`src/i2cmb_pkg.sv`:
```
// Shared types and constants of the I2C byte engine.
// No dependencies.
package i2cmb_pkg;

    localparam logic [2:0] OP_TICK  = 3'd0;
    localparam logic [2:0] OP_WRITE = 3'd1;
    localparam logic [2:0] OP_READ  = 3'd2;
    localparam logic [2:0] OP_START = 3'd3;
    localparam logic [2:0] OP_STOP  = 3'd4;

    localparam int unsigned MAX_RES     = 4;
    localparam int unsigned QUEUE_DEPTH = 2;

    typedef struct packed {
        logic [2:0] op;
        logic [7:0] data_byte;
        logic       ack_to_send;
        logic       sda_in;
    } cmd_t;

    typedef struct packed {
        logic       sda_level;
        logic       scl_level;
        logic       busy_res;
        logic [7:0] read_byte;
        logic       nack_seen;
        logic       last;
    } evt_t;

    typedef struct packed {
        evt_t [MAX_RES-1:0] res;
    } job_t;

    typedef struct packed {
        logic full;
        logic empty;
    } q_status_t;

endpackage

```
`src/i2cmb_front.sv`:
```
// Front end: takes requests, keeps the line and transfer state,
// and expands each request into a job of line changes. Uses i2cmb_pkg.
module i2cmb_front (
    input  logic                  clk,
    input  logic                  rst_n,
    input  logic                  cmd_valid,
    output logic                  cmd_stall,
    input  i2cmb_pkg::cmd_t       cmd,
    input  i2cmb_pkg::q_status_t  q_stat,
    output logic                  push,
    output i2cmb_pkg::job_t       push_job
);
    import i2cmb_pkg::*;

    logic [7:0] shift_reg, shift_next;
    logic [3:0] pos_reg, pos_next;
    logic       mode_reg, mode_next;
    logic       ack_reg, ack_next;
    logic       nack_reg, nack_next;
    logic       sda_reg, sda_next;
    logic       scl_reg, scl_next;
    logic       has_res;
    logic       take;
    logic       bit_val;
    logic [2:0] bit_idx;
    logic [7:0] cur_rb;
    logic       cur_busy;

    function automatic evt_t mk(input logic sda, input logic scl, input logic busy,
                                input logic [7:0] rb, input logic nack,
                                input logic lst);
        evt_t e;
        e.sda_level = sda;
        e.scl_level = scl;
        e.busy_res  = busy;
        e.read_byte = rb;
        e.nack_seen = nack;
        e.last      = lst;
        return e;
    endfunction

    assign cmd_stall = q_stat.full;
    assign take      = cmd_valid && !q_stat.full;
    assign push      = take && has_res;
    assign cur_rb    = mode_reg ? shift_reg : 8'd0;
    assign cur_busy  = (pos_reg != 4'd0);
    assign bit_val   = shift_reg[7];
    assign bit_idx   = 3'(4'd8 - pos_reg);

    always_comb
    begin
        shift_next = shift_reg;
        pos_next   = pos_reg;
        mode_next  = mode_reg;
        ack_next   = ack_reg;
        nack_next  = nack_reg;
        sda_next   = sda_reg;
        scl_next   = scl_reg;
        push_job   = '0;
        has_res    = 1'b0;
        case (cmd.op)
            OP_START:
            begin
                push_job.res[0] = mk(1'b1, scl_reg, cur_busy, cur_rb, nack_reg, 1'b0);
                push_job.res[1] = mk(1'b1, 1'b1, cur_busy, cur_rb, nack_reg, 1'b0);
                push_job.res[2] = mk(1'b0, 1'b1, cur_busy, cur_rb, nack_reg, 1'b0);
                push_job.res[3] = mk(1'b0, 1'b0, cur_busy, cur_rb, nack_reg, 1'b1);
                sda_next = 1'b0;
                scl_next = 1'b0;
                has_res  = 1'b1;
            end
            OP_STOP:
            begin
                push_job.res[0] = mk(1'b0, scl_reg, cur_busy, cur_rb, nack_reg, 1'b0);
                push_job.res[1] = mk(1'b0, 1'b1, cur_busy, cur_rb, nack_reg, 1'b0);
                push_job.res[2] = mk(1'b1, 1'b1, cur_busy, cur_rb, nack_reg, 1'b1);
                sda_next = 1'b1;
                scl_next = 1'b1;
                has_res  = 1'b1;
            end
            OP_WRITE:
            begin
                mode_next  = 1'b0;
                shift_next = cmd.data_byte;
                pos_next   = 4'd1;
                nack_next  = 1'b0;
            end
            OP_READ:
            begin
                mode_next  = 1'b1;
                ack_next   = cmd.ack_to_send;
                shift_next = 8'd0;
                pos_next   = 4'd1;
                sda_next   = 1'b1;
                push_job.res[0] = mk(1'b1, scl_reg, 1'b1, 8'd0, nack_reg, 1'b1);
                has_res  = 1'b1;
            end
            OP_TICK:
            begin
                if (pos_reg inside {[4'd1:4'd9]})
                begin
                    has_res  = 1'b1;
                    scl_next = 1'b0;
                    if (!mode_reg)
                    begin
                        if (pos_reg <= 4'd8)
                        begin
                            sda_next   = bit_val;
                            shift_next = {shift_reg[6:0], 1'b0};
                            pos_next   = pos_reg + 4'd1;
                            push_job.res[0] = mk(bit_val, scl_reg, 1'b1, 8'd0, nack_reg, 1'b0);
                            push_job.res[1] = mk(bit_val, 1'b1, 1'b1, 8'd0, nack_reg, 1'b0);
                            push_job.res[2] = mk(bit_val, 1'b0, 1'b1, 8'd0, nack_reg, 1'b1);
                        end
                        else
                        begin
                            sda_next  = 1'b1;
                            pos_next  = 4'd0;
                            nack_next = nack_reg | cmd.sda_in;
                            push_job.res[0] = mk(1'b1, scl_reg, 1'b1, 8'd0, nack_reg, 1'b0);
                            push_job.res[1] = mk(1'b1, 1'b1, 1'b1, 8'd0, nack_reg, 1'b0);
                            push_job.res[2] = mk(1'b1, 1'b0, 1'b0, 8'd0, nack_next, 1'b1);
                        end
                    end
                    else
                    begin
                        if (pos_reg <= 4'd8)
                        begin
                            shift_next          = shift_reg;
                            shift_next[bit_idx] = shift_reg[bit_idx] | cmd.sda_in;
                            pos_next            = pos_reg + 4'd1;
                            push_job.res[0] = mk(sda_reg, 1'b1, 1'b1, shift_reg, nack_reg, 1'b0);
                            push_job.res[1] = mk(sda_reg, 1'b0, 1'b1, shift_next, nack_reg,
                                                 1'b1);
                        end
                        else
                        begin
                            sda_next = ~ack_reg;
                            pos_next = 4'd0;
                            push_job.res[0] = mk(~ack_reg, scl_reg, 1'b1, shift_reg, nack_reg,
                                                 1'b0);
                            push_job.res[1] = mk(~ack_reg, 1'b1, 1'b1, shift_reg, nack_reg, 1'b0);
                            push_job.res[2] = mk(~ack_reg, 1'b0, 1'b0, shift_reg, nack_reg, 1'b1);
                        end
                    end
                end
            end
            default:
            begin
                has_res = 1'b0;
            end
        endcase
    end

    always_ff @(posedge clk or negedge rst_n)
    begin
        if (!rst_n)
        begin
            shift_reg <= 8'd0;
            pos_reg   <= 4'd0;
            mode_reg  <= 1'b0;
            ack_reg   <= 1'b0;
            nack_reg  <= 1'b0;
            sda_reg   <= 1'b1;
            scl_reg   <= 1'b1;
        end
        else if (take)
        begin
            shift_reg <= shift_next;
            pos_reg   <= pos_next;
            mode_reg  <= mode_next;
            ack_reg   <= ack_next;
            nack_reg  <= nack_next;
            sda_reg   <= sda_next;
            scl_reg   <= scl_next;
        end
    end

endmodule

```
`src/i2cmb_queue.sv`:
```
// Short job queue between the front and back ends.
// Uses i2cmb_pkg.
module i2cmb_queue (
    input  logic                  clk,
    input  logic                  rst_n,
    input  logic                  push,
    input  i2cmb_pkg::job_t       push_job,
    input  logic                  pop,
    output i2cmb_pkg::job_t       pop_job,
    output i2cmb_pkg::q_status_t  stat
);
    import i2cmb_pkg::*;

    localparam int unsigned PTR_W = (QUEUE_DEPTH > 1) ? $clog2(QUEUE_DEPTH) : 1;
    localparam int unsigned CNT_W = $clog2(QUEUE_DEPTH + 1);
    localparam logic [PTR_W-1:0] PTR_MAX = PTR_W'(QUEUE_DEPTH - 1);
    localparam logic [CNT_W-1:0] CNT_FULL = CNT_W'(QUEUE_DEPTH);

    job_t             slot_reg [QUEUE_DEPTH];
    logic [PTR_W-1:0] wr_reg, wr_next;
    logic [PTR_W-1:0] rd_reg, rd_next;
    logic [CNT_W-1:0] cnt_reg, cnt_next;
    logic             do_push;
    logic             do_pop;

    assign stat.full  = (cnt_reg == CNT_FULL);
    assign stat.empty = (cnt_reg == '0);
    assign do_push    = push && !stat.full;
    assign do_pop     = pop && !stat.empty;
    assign pop_job    = slot_reg[rd_reg];

    always_comb
    begin
        wr_next  = wr_reg;
        rd_next  = rd_reg;
        cnt_next = cnt_reg;
        if (do_push)
        begin
            wr_next = (wr_reg == PTR_MAX) ? '0 : wr_reg + 1'b1;
        end
        if (do_pop)
        begin
            rd_next = (rd_reg == PTR_MAX) ? '0 : rd_reg + 1'b1;
        end
        if (do_push && !do_pop)
        begin
            cnt_next = cnt_reg + 1'b1;
        end
        else if (do_pop && !do_push)
        begin
            cnt_next = cnt_reg - 1'b1;
        end
    end

    always_ff @(posedge clk or negedge rst_n)
    begin
        if (!rst_n)
        begin
            wr_reg  <= '0;
            rd_reg  <= '0;
            cnt_reg <= '0;
        end
        else
        begin
            wr_reg  <= wr_next;
            rd_reg  <= rd_next;
            cnt_reg <= cnt_next;
        end
    end

    always_ff @(posedge clk)
    begin
        if (do_push)
        begin
            slot_reg[wr_reg] <= push_job;
        end
    end

endmodule

```
`src/i2cmb_back.sv`:
```
// Back end: takes jobs from the queue and plays out their line changes,
// one per cycle, holding the current one while the receiver stalls. Uses i2cmb_pkg.
module i2cmb_back (
    input  logic                  clk,
    input  logic                  rst_n,
    input  i2cmb_pkg::q_status_t  q_stat,
    input  i2cmb_pkg::job_t       pop_job,
    output logic                  pop,
    output logic                  evt_valid,
    input  logic                  evt_stall,
    output i2cmb_pkg::evt_t       evt
);
    import i2cmb_pkg::*;

    localparam int unsigned IDX_W = $clog2(MAX_RES);

    job_t             job_reg;
    logic             valid_reg, valid_next;
    logic [IDX_W-1:0] idx_reg, idx_next;
    logic             sent;
    logic             free;

    assign evt_valid = valid_reg;
    assign evt       = job_reg.res[idx_reg];
    assign sent      = valid_reg && !evt_stall;
    assign free      = !valid_reg || (sent && evt.last);
    assign pop       = free && !q_stat.empty;

    always_comb
    begin
        valid_next = valid_reg;
        idx_next   = idx_reg;
        if (free)
        begin
            valid_next = !q_stat.empty;
            idx_next   = '0;
        end
        else if (sent)
        begin
            idx_next = idx_reg + 1'b1;
        end
    end

    always_ff @(posedge clk or negedge rst_n)
    begin
        if (!rst_n)
        begin
            valid_reg <= 1'b0;
            idx_reg   <= '0;
        end
        else
        begin
            valid_reg <= valid_next;
            idx_reg   <= idx_next;
        end
    end

    always_ff @(posedge clk)
    begin
        if (pop)
        begin
            job_reg <= pop_job;
        end
    end

endmodule

```
`src/i2c_master_byte_engine.sv`:
```
// Top level of the I2C master byte engine.
// Depends on i2cmb_pkg, i2cmb_front, i2cmb_queue and i2cmb_back.
//
// Usage:
//   cmd channel (cmd_valid/cmd_stall/cmd) takes one request per cycle while
//   cmd_stall is low: tick, write byte, read byte, start or stop. evt channel
//   (evt_valid/evt_stall/evt) returns one SDA/SCL line change per cycle while
//   evt_stall is low, with busy, read byte and NACK status; last marks the final
//   change of a request. A start gives four changes, a stop or a tick up to
//   three, a read one, a write or an idle tick none. With the back end idle, a
//   request is written into the job queue, then loaded into the back end's job
//   register, from which its first change shows on evt.
//   Sustained rate is one change per cycle at the back end while evt is not
//   stalled; a request has four changes at most.
//   Requests are taken while the two-entry job queue has room; cmd_stall rises
//   when both entries are held, either because the back end is still playing
//   out earlier changes or because the receiver stalls evt.
//   A stalled change stays on evt unchanged.
//   Reset releases both lines, clears the transfer state and empties the queue.
module i2c_master_byte_engine (
    input  logic              clk,
    input  logic              rst_n,
    input  logic              cmd_valid,
    output logic              cmd_stall,
    input  i2cmb_pkg::cmd_t   cmd,
    output logic              evt_valid,
    input  logic              evt_stall,
    output i2cmb_pkg::evt_t   evt
);
    import i2cmb_pkg::*;

    q_status_t q_stat;
    logic      push;
    logic      pop;
    job_t      push_job;
    job_t      pop_job;

    i2cmb_front u_front (
        .clk       (clk),
        .rst_n     (rst_n),
        .cmd_valid (cmd_valid),
        .cmd_stall (cmd_stall),
        .cmd       (cmd),
        .q_stat    (q_stat),
        .push      (push),
        .push_job  (push_job)
    );

    i2cmb_queue u_queue (
        .clk      (clk),
        .rst_n    (rst_n),
        .push     (push),
        .push_job (push_job),
        .pop      (pop),
        .pop_job  (pop_job),
        .stat     (q_stat)
    );

    i2cmb_back u_back (
        .clk       (clk),
        .rst_n     (rst_n),
        .q_stat    (q_stat),
        .pop_job   (pop_job),
        .pop       (pop),
        .evt_valid (evt_valid),
        .evt_stall (evt_stall),
        .evt       (evt)
    );

endmodule

```
`config.mk`:
```
export PLATFORM = sky130hd
export DESIGN_NAME = i2c_master_byte_engine
export DESIGN_NICKNAME = d
export VERILOG_FILES = /design/src/i2cmb_pkg.sv /design/src/i2cmb_front.sv /design/src/i2cmb_queue.sv /design/src/i2cmb_back.sv /design/src/i2c_master_byte_engine.sv
export SDC_FILE = /design/constraint.sdc
export NUM_CORES = 1
export LEC_CHECK = 0
export BUFFER_PORTS_ARGS = -buffer_cell sky130_fd_sc_hd__buf_2
export CAP_MARGIN = 20
export CORE_AREA = 2 2 121 123
export CTS_CLUSTER_DIAMETER = 40
export CTS_CLUSTER_SIZE = 24
export DETAILED_ROUTE_END_ITERATION = 12
export DIE_AREA = 0 0 123 125
export MAX_ROUTING_LAYER = met4
export PLACE_DENSITY = 0.75
export SLEW_MARGIN = 20
export SYNTH_ARGS = -nofsm -noshare
export SYNTH_HDL_FRONTEND = slang
export SYNTH_SLANG_ARGS = --single-unit
```
`constraint.sdc`:
```
create_clock -name clk -period 4 [get_ports clk]
set_input_delay 0.2 -clock clk [delete_from_list [all_inputs] [get_ports clk]]
set_output_delay 0.2 -clock clk [all_outputs]
set_load 0.1 [all_outputs]
```
==> run_results.csv <==
group,metric,value,unit
clock_network,path_clk_slew,0.06,ns
sta,fmax,326,MHz
clock_network,htreeDepth,4,
worst_setup_path,critPathSlowestCell,"and2_2",
worst_setup_path,worstPathArrival,3.18,ns
floorplanning,die_y,125,um
route,drcViolationCount,0,
cells_and_area,regArea,5110,um^2
sta,slew_headroom,44.7,%
cells_and_area,n_fill_cell,1038,
yosys,synth_nets,524,
yosys,yosysTopAreaCell,"edfxtp_1",
placed_design,dpl_cell_area,7950,um^2
sta,whs,0.0919,ns
yosys,synth_edf_count,150,
yosys,netlist_area,7620,um^2
route,drt_iter0_drc,412,
grt,grt_pass1_vias,4395,
route,routed_wirelength,14100,um
placed_design,io_buffers,31,
clock_network,post_cts_resized,0,
sta,setup_ws,0.932,ns
floorplanning,dieArea,15400,um^2
yosys,yosysTopAreaCellShare,59.1,%
floorplanning,die_w,123,um
worst_setup_path,required,4.11,ns
sta,rsz0062_at_grt,"false",
floorplanning,ios,32,
grt,grt_overflow,0,
grt,grt_start_max_net_pins,51,
cells_and_area,largest_register_ff_count,100,
worst_setup_path,slowest_delay,0.53,ns
cells_and_area,drive_above_1_share,28.8,%
job,maxCapViolCount,0,
sta,worst_pin_slew,0.830,ns
cells_and_area,num_antenna_cells,0,
placed_design,place_hpwl,9160,um
yosys,synthArstFlopShare,13.8,%
sta,setup_violations,0,
route,viasPerCell,5.95,
worst_setup_path,worst_setup_path_end_kind,"flop",
floorplanning,fp-row-count,44,
sta,fin_crit,3.07,ns
yosys,synth-seq-cells,174,
worst_setup_path,worstSetupStartpointType,"flop",
sta,setup_tns,0,ns
sta,drv_slew,0,
placed_design,gp_congestion,0.894,
clock_network,ctsLongestPathBuffers,2,
route,vias,4364,
route,antenna_left,0,
grt,grt_pass1_wl,23000,um
clock_network,postCtsSetupBuffers,0,
yosys,avgSynthCellArea,15.2,um^2
cells_and_area,final_area,8610,um^2
sta,period_share,76.7,%
worst_setup_path,worst-path-max-fanout,23,
yosys,synth_cell_types,68,
grt,groute.usage.overall,20.6,%
clock_network,cts_tree,"built",
worst_setup_path,path_cells,"inv_1, ha_1, o21bai_1, a211o_4, a31oi_4, and2_2, buf_4",
yosys,synthCells,503,
sta,hold_viol,0,
placed_design,pre_cts_slack,0.922,ns
clock_network,cts_buffers,17,
sta,worst_clock_skew,0.00635,ns
yosys,synthTopCellsByArea,"edfxtp_1 59%, mux2_2 7.5%, dfrtp_1 7.2%, mux4_2 3.5%, nor2_1 1.8%",
clock_network,clock_latency,0.42,ns
worst_setup_path,reg2reg_depth,7,
yosys,seq_area_frac_synth,67.0,%
cells_and_area,multi_input_area,2330,um^2
cells_and_area,fin_util,60.6,%
run_status,status,"completed",
cells_and_area,nNetsFinal,557,
hold_path,holdPathStages,3,
clock_network,cts_root_buf,"clkbuf_16",
clock_network,postCtsHoldBufs,2,
cells_and_area,area_growth,12.9,%
yosys,ys_warn_count,0,
route,wire_per_inst,19.2,um
hold_path,hp-class,"input pin to flop",
pwr,ir_drop,0.660,mV
pwr,leakage,0.00305,uW
route,drt-pass1-iter-count,5,
floorplanning,core-area,14200,um^2
floorplanning,start_util,53.7,%
worst_setup_path,critical_path_class,"flop to flop",
pwr,pwr_density_cell,843,nW/um^2
clock_network,cts.sinks,174,
yosys,synth_flop_cell,"edfxtp_1",
grt,antenna_found_initial,0,
## cells in the final DEF (no fill, tap or decap), types with 5 or more instances in the layout
cell type,count
edfxtp_1,150
mux2_2,51
nor2_1,37
buf_2,31
nand2_1,26
dfrtp_1,21
clkbuf_16,17
a21oi_1,16
nand3_1,16
inv_1,12
mux4_2,12
o21ai_0,10
buf_4,8
a22oi_1,7
nand4_1,6
a221oi_1,6
a21o_1,5
nor2b_1,5
o211ai_1,5
a2bb2oi_1,5
a22o_1,5
bufinv_16,5
## synth_stat cells, types with 7 or more instances
master	n
a22oi_1	7
nand2_1	26
a21oi_1	16
dfrtp_1	22
mux2_2	51
nor2_1	37
mux4_2	12
nand3_1	16
o21ai_0	10
buf_2	9
clkbuf_1	11
inv_1	13
edfxtp_1	150
## path summary, 6_finish.rpt
check | from | end | slack (ns)
max | u_front.pos_reg[0] | u_queue.slot_reg[1][47] | 0.93
min | evt_stall | u_back.idx_reg[0] | 0.09
max reg2reg | u_front.pos_reg[0] | u_queue.slot_reg[1][47] | 0.93
min reg2reg | u_front.ack_reg | u_front.ack_reg | 0.53
max in group asynchronous | rst_n | u_queue.rd_reg | 3.26
min in group asynchronous | rst_n | u_front.ack_reg | 0.32
## power by group
group          leakage, uW  total (uW)  switching (uW)  internal, uW
sequential         0.00170        2930             347          2590
combinational      0.00105        2550            1780           767
clock             0.000306        1770             664          1110
total              0.00305        7260            2790          4460
## final cells by class
cell class | count | area share [%]
sequential | 174 | 59.3
multi-input combinational | 286 | 27.1
clock buffer | 18 | 4.98
timing repair buffer | 41 | 2.73
tap | 184 | 2.67
clock inverter | 14 | 2.47
inverter | 16 | 0.727
## stage by stage
stage | cells | total power [uW]
floorplan | 503 | 5010
CTS | 733 | 7310
finish | 733 | 7260
global route | 733 | 7590
global placement | 699 | 5450
detailed placement | 699 | 5510
## kinds of logic after synthesis
group | share of synthesized area [%]
muxes | 11.5
buffers and inverters | 2.54
AOI/OAI and AO/OA | 9.24
xor gates and xnor gates | 0.903
DFF | 67.0
and+or+nand+nor | 8.19
adders and majority gates | 0.657
## critical path, delay by kind of cell (launching register included)
| kind | cells | cell delay (ns) |
|---|---|---|
| buf+inv | 2 | 0.45 |
| fa+ha+maj | 1 | 0.36 |
| compound gates | 3 | 0.88 |
| simple gates | 1 | 0.53 |
| flops | 1 | 0.52 |
## routing by layer
layer  vias up  track usage (%)  wire length (um)
li1       2015                -                 -
met1      2174             27.9              6260
met5         -                -                 0
met4         0             8.96               318
met2       144             30.2              6850
met3        31             4.43               670
Note: power is estimated with default switching activity, not from simulation.
